--- config.mk ---
export PLATFORM = sky130hd
export DESIGN_NAME = msps_ctrl
export DESIGN_NICKNAME = d
export VERILOG_FILES = /design/src/msps_pkg.sv /design/src/msps_ctrl.sv
export SDC_FILE = /design/constraint.sdc
export NUM_CORES = 1
export LEC_CHECK = 0
export BUFFER_PORTS_ARGS = -buffer_cell sky130_fd_sc_hd__buf_2
export CAP_MARGIN = 25
export CORE_UTILIZATION = 46
export DETAILED_ROUTE_END_ITERATION = 10
export HOLD_SLACK_MARGIN = 0.05
export PLACE_DENSITY = 0.84
export SLEW_MARGIN = 5
export SYNTH_ARGS = -nofsm -noshare
export SYNTH_HDL_FRONTEND = slang
export SYNTH_SLANG_ARGS = --single-unit
export TNS_END_PERCENT = 30
--- constraint.sdc ---
create_clock -name clk -period 2.1 [get_ports clk]
set_input_delay 0.315 -clock clk [delete_from_list [all_inputs] [get_ports clk]]
set_output_delay 0.315 -clock clk [all_outputs]
set_load 0.02 [all_outputs]
--- src/msps_pkg.sv ---
// ----------------------------------------------------------------------------
// msps_pkg
// Types, codes and constants of the shortest-path city selector.
// ----------------------------------------------------------------------------
package msps_pkg;

	localparam int ID_W    = 13;
	localparam int DIST_W  = 16;
	localparam int LIMIT_W = 26;
	localparam int HD_W    = 25;
	localparam int SUM_W   = 27;
	localparam int USE_W   = 32;

	localparam logic [HD_W-1:0] UNREACH = 25'd20000000;

	localparam logic [1:0] ACT_ADD    = 2'd0;
	localparam logic [1:0] ACT_RECOMP = 2'd1;
	localparam logic [1:0] ACT_FIND   = 2'd2;

	localparam logic [1:0] REG_CITY_COUNT = 2'd0;
	localparam logic [1:0] REG_HUB_FIRST  = 2'd1;
	localparam logic [1:0] REG_HUB_SECOND = 2'd2;
	localparam logic [1:0] REG_HUB_THIRD  = 2'd3;

	typedef struct packed {
		logic [1:0]         action;
		logic [ID_W-1:0]    city_a;
		logic [ID_W-1:0]    city_b;
		logic [DIST_W-1:0]  distance;
		logic [LIMIT_W-1:0] limit;
		logic [1:0]         dest_count;
		logic [ID_W-1:0]    dest_first;
		logic [ID_W-1:0]    dest_second;
		logic [ID_W-1:0]    dest_third;
	} in_item_t;

	typedef struct packed {
		logic            found;
		logic [ID_W-1:0] city_id;
	} out_item_t;

	typedef enum logic [3:0] {
		ST_CLEAR, ST_IDLE, ST_DISPATCH, ST_INIT, ST_EDGE_RD, ST_DA, ST_DB,
		ST_RB, ST_RA, ST_ROUND, ST_SCAN, ST_DRAIN, ST_BUMP, ST_EMIT
	} state_t;

	typedef struct packed {
		logic latch_in;
		logic clr_wr;
		logic idx_clr;
		logic idx_inc;
		logic add_edge;
		logic set_limit;
		logic init_wr;
		logic e_clr;
		logic e_inc;
		logic cap_edge;
		logic cap_da;
		logic relax_b;
		logic relax_a;
		logic chg_clr;
		logic scan_rd;
		logic bump;
		logic ld_out;
	} ctl_cmd_t;

	typedef struct packed {
		logic       clr_done;
		logic       idx_last;
		logic       e_last;
		logic       edge_none;
		logic       n_zero;
		logic       computed;
		logic       chg;
		logic       scan_busy;
		logic       have;
		logic [1:0] action;
	} dp_stat_t;

	// Add an edge weight to a distance, saturating at the unreachable mark.
	function automatic logic [HD_W-1:0] sat_add(input logic [HD_W-1:0] d,
		input logic [DIST_W-1:0] w);
		logic [HD_W:0] s;
		s = {1'b0, d} + {{(HD_W+1-DIST_W){1'b0}}, w};
		return (s > {1'b0, UNREACH}) ? UNREACH : s[HD_W-1:0];
	endfunction

endpackage

--- src/msps_ctrl.sv ---
// ----------------------------------------------------------------------------
// msps_ctrl
// Sequencer: clearing pass, edge insert, relaxation rounds, scan, result.
// ----------------------------------------------------------------------------
module msps_ctrl import msps_pkg::*; (
	input  logic     clk,
	input  logic     arst_n,
	input  logic     in_valid,
	output logic     in_stall,
	output logic     out_valid,
	input  logic     out_stall,
	input  dp_stat_t stat,
	output ctl_cmd_t cmd
);

	state_t state_q, state_d;
	logic   out_valid_q;

	// state and result flag
	always_ff @(posedge clk or negedge arst_n) begin
		if (!arst_n) begin
			state_q     <= ST_CLEAR;
			out_valid_q <= 1'b0;
		end else begin
			state_q <= state_d;
			if (cmd.ld_out) begin
				out_valid_q <= 1'b1;
			end else if (!out_stall) begin
				out_valid_q <= 1'b0;
			end
		end
	end

	assign out_valid = out_valid_q;
	assign in_stall  = (state_q != ST_IDLE);

	// next state and commands
	always_comb begin
		state_d = state_q;
		cmd     = '0;
		case (state_q)
			ST_CLEAR: begin
				cmd.clr_wr = 1'b1;
				if (stat.clr_done) begin
					cmd.idx_clr = 1'b1;
					state_d     = ST_IDLE;
				end else begin
					cmd.idx_inc = 1'b1;
				end
			end
			ST_IDLE: begin
				if (in_valid) begin
					cmd.latch_in = 1'b1;
					state_d      = ST_DISPATCH;
				end
			end
			ST_DISPATCH: begin
				cmd.idx_clr = 1'b1;
				case (stat.action)
					ACT_ADD: begin
						cmd.add_edge = 1'b1;
						state_d      = ST_EMIT;
					end
					ACT_RECOMP: begin
						cmd.set_limit = 1'b1;
						state_d       = stat.n_zero ? ST_EMIT : ST_INIT;
					end
					ACT_FIND: begin
						state_d = (stat.computed && !stat.n_zero) ? ST_SCAN : ST_EMIT;
					end
					default: begin
						state_d = ST_EMIT;
					end
				endcase
			end
			ST_INIT: begin
				cmd.init_wr = 1'b1;
				if (stat.idx_last) begin
					cmd.idx_clr = 1'b1;
					cmd.e_clr   = 1'b1;
					cmd.chg_clr = 1'b1;
					state_d     = stat.edge_none ? ST_EMIT : ST_EDGE_RD;
				end else begin
					cmd.idx_inc = 1'b1;
				end
			end
			ST_EDGE_RD: begin
				state_d = ST_DA;
			end
			ST_DA: begin
				cmd.cap_edge = 1'b1;
				state_d      = ST_DB;
			end
			ST_DB: begin
				cmd.cap_da = 1'b1;
				state_d    = ST_RB;
			end
			ST_RB: begin
				cmd.relax_b = 1'b1;
				state_d     = ST_RA;
			end
			ST_RA: begin
				cmd.relax_a = 1'b1;
				if (stat.e_last) begin
					state_d = ST_ROUND;
				end else begin
					cmd.e_inc = 1'b1;
					state_d   = ST_EDGE_RD;
				end
			end
			ST_ROUND: begin
				if (stat.chg) begin
					cmd.chg_clr = 1'b1;
					cmd.e_clr   = 1'b1;
					state_d     = ST_EDGE_RD;
				end else begin
					state_d = ST_EMIT;
				end
			end
			ST_SCAN: begin
				cmd.scan_rd = 1'b1;
				if (stat.idx_last) begin
					state_d = ST_DRAIN;
				end else begin
					cmd.idx_inc = 1'b1;
				end
			end
			ST_DRAIN: begin
				if (!stat.scan_busy) begin
					state_d = stat.have ? ST_BUMP : ST_EMIT;
				end
			end
			ST_BUMP: begin
				cmd.bump = 1'b1;
				state_d  = ST_EMIT;
			end
			ST_EMIT: begin
				if (!out_valid_q || !out_stall) begin
					cmd.ld_out = 1'b1;
					state_d    = ST_IDLE;
				end
			end
			default: begin
				state_d = ST_IDLE;
			end
		endcase
	end

endmodule

==> results.toml <==
[finish]
n_antenna_cell = 0
n_fill_cell = 148
area_delta_synth_final_pct = 24.7
fin_area_um2 = 955
final_nets = 155
final_util_pct = 62.6
drive_gt1_share_pct = 36.6
instances_no_fill = 150

[placed_design]
place_hpwl_um = 1510
place.port_buffers = 33
place_area_um2 = 917
placed_cells = 145
place_congestion = 0.812

[floorplanning]
die_h_um = 42.8
start_util_pct = 50.2
io_pins = 34
core-area_mm2 = 0.00152
die_w_um = 42.8
die_area_mm2 = 0.00183
rows = 14

[synth]
synth_edf_count = 0
synth_nets = 122
ys_ff_latch = 5
ys.flop_type = "dfrtp_1"
syn_avg_cell_area_um2 = 7.51
synthCells = 102
ys_seq_area_share_pct = 16.3
ys_async_sr_fraction_pct = 100
syn_area_um2 = 766
synth_cell_type_count = 44
ys_warn_count = 0

[drt]
wl_per_cell_um = 13.0
vias_per_cell = 5.75
drt_iter0_markers = 24
drcViolationCount = 0
routed_wl_um = 1950
dr.pass1.iters = 4
postRouteAntennaNets = 0
via_count = 863

[power_and_ir_drop]
p_sw_share_pct = 51.7
vdd_drop_max_mv = 0.756
pwr_density_cell_mw_per_mm2 = 1420
power.internal_w = 0.000656
p_leak_nw = 0.510
clkPwrFrac_pct = 8.3
p_switching_w = 0.000703
pwr-share-seq_pct = 20.4
combPwrFrac_pct = 71.3

[cts]
cts_setup_buffers = 0
htreeDepth = 1
cts_buffers = 3
clock-sinks = 5
clockBufferDepth = 2
root_buffer = "clkbuf_4"
cts_tree = "done"
clk_pin_slew_ns = 0.04
clock_latency_ns = 0.25

[critical_path]
rrSetupSlack_ns = 0.22
crit_path_end_kind = "output pin"
path_cells = "or4_4 > o22ai_2 > buf_2"
cp.arrival_ns = 1.68
cpMaxStageDelayCell = "or4_4"
critPathRequiredTime_ns = 1.78
critPathMaxFanout = 10
cp_slowest_stage_delay_ns = 0.56
critical_path_class = "reg -> out"
start_kind = "flop"

[sta]
setup_violations = 0
max_freq_mhz = 501
fin_worst_skew_ns = 0.00158
tightest_slew_ns = 0.477
min_period_ns = 2.00
slew_violations = 0
slew_headroom_pct = 68.2
hold_viol_final = 0
tns_ns = 0
rsz0062_at_grt = "no"
holdWs_ns = 0.359
post-route-period-util_pct = 95.1

[global_route]
grt_pass1_vias = 737
grt_pass1_wl_um = 3190
antenna_found_initial = 0
grt_use_total_pct = 22.8
grt.overflow.total = 0
grt_max_degree = 17

[min_path]
holdCritPathClass = "in -> reg"

[run_status]
status = "finished clean"

[run]
maxCapViolCount = 0
## cells in the mapped netlist, types with 3 or more instances
cell	count	area share, %
nand2_1	9	4.4
nor2_1	11	5.4
ha_1	5	8.2
a21oi_1	5	3.3
clkbuf_1	3	1.5
dfrtp_1	5	16
and3_1	5	4.1
o21ai_0	3	2.0
inv_1	4	2.0
nand2b_1	7	5.7
buf_2	3	2.0
nand3_1	3	2.0
## power by group through the flow
stage,registers (W),logic (W),clock network (W)
floorplan,0.000194,0.000836,0
global placement,0.000265,0.000942,0
detailed placement,0.000273,0.000958,0
CTS,0.000271,0.000964,0.000118
global route,0.000294,0.00106,0.000124
finish,0.000277,0.000969,0.000113
## layout make-up
| cell class | instances | area (um2) | area share, % |
|---|---|---|---|
| Tap cell | 16 | 20.0 | 2.10 |
| Sequential cell | 5 | 126 | 13.2 |
| Clock buffer | 4 | 26.3 | 2.75 |
| Inverter | 4 | 15.0 | 1.57 |
| Multi-Input combinational cell | 84 | 569 | 59.6 |
| Timing Repair Buffer | 37 | 198 | 20.7 |
## sequential cells by signal, indices dropped and copies added (netlist names)
register and cells:
out_valid 1, state_q 4
## through the flow
| stage | worst slack [ns] | total power, W |
|---|---|---|
| floorplan | 0.190 | 0.00103 |
| global placement | 0.280 | 0.00121 |
| detailed placement | 0.246 | 0.00123 |
| CTS | 0.0708 | 0.00135 |
| global route | 0.0263 | 0.00148 |
| finish | 0.103 | 0.00136 |
## cell families (layout without fill, tap and decap cells)
kind of cell / Yosys count / after routing / synth area share, %
XOR/XNOR: 1 / 1 / 2.12
multiplexers: 2 / 2 / 3.43
AO/OA/AOI/OAI: 22 / 22 / 20.3
adder cells (fa/ha/maj): 5 / 5 / 8.17
flip-flops: 5 / 5 / 16.3
AND/OR/NAND/NOR: 54 / 54 / 40.4
buffers and inverters: 13 / 45 / 9.31
## layer usage
layer	global-route usage [%]	vias up	routed length, um
li1	-	428	-
met1	31.3	384	811
met2	34.2	47	924
met3	5.11	4	191
met4	9.38	0	21
met5	0	-	0
## worst paths after layout
path,startpoint,end,depth (start not counted)
worst max-delay path,state_q[0],cmd[13],3
worst min-delay path,out_stall,out_valid,3
worst max register to register,state_q[3],state_q[3],5
worst min register to register,out_valid,out_valid,2
max in group asynchronous,arst_n,state_q[1],2
min in group asynchronous,arst_n,state_q[3],2
## repair_timing
item,in CTS,in global routing
hold buffers,1,0
gates resized for setup,0,1
hold endpoints to repair,5,0
endpoints found under the setup margin,0,1
## critical path, delay by kind of cell (launching register included)
family	cells	cell delay [ns]
AOI/OAI and AO/OA	1	0.19
buffers and inverters	1	0.20
and+or+nand+nor	1	0.56
DFF	1	0.49
## layout by cell type (no fill, tap or decap), types with 2 or more instances in the layout
master	n
a21oi_1	5
and3_1	5
and3b_1	2
buf_2	33
buf_4	3
clkbuf_4	3
dfrtp_1	4
ha_1	5
inv_1	4
nand2_1	9
nand2b_1	7
nand3_1	3
nand3b_1	2
nor2_1	11
nor2b_1	2
nor3_1	2
o21ai_0	3
o21ai_1	2
or3_1	2
Note: power is estimated with default switching activity, not from simulation.
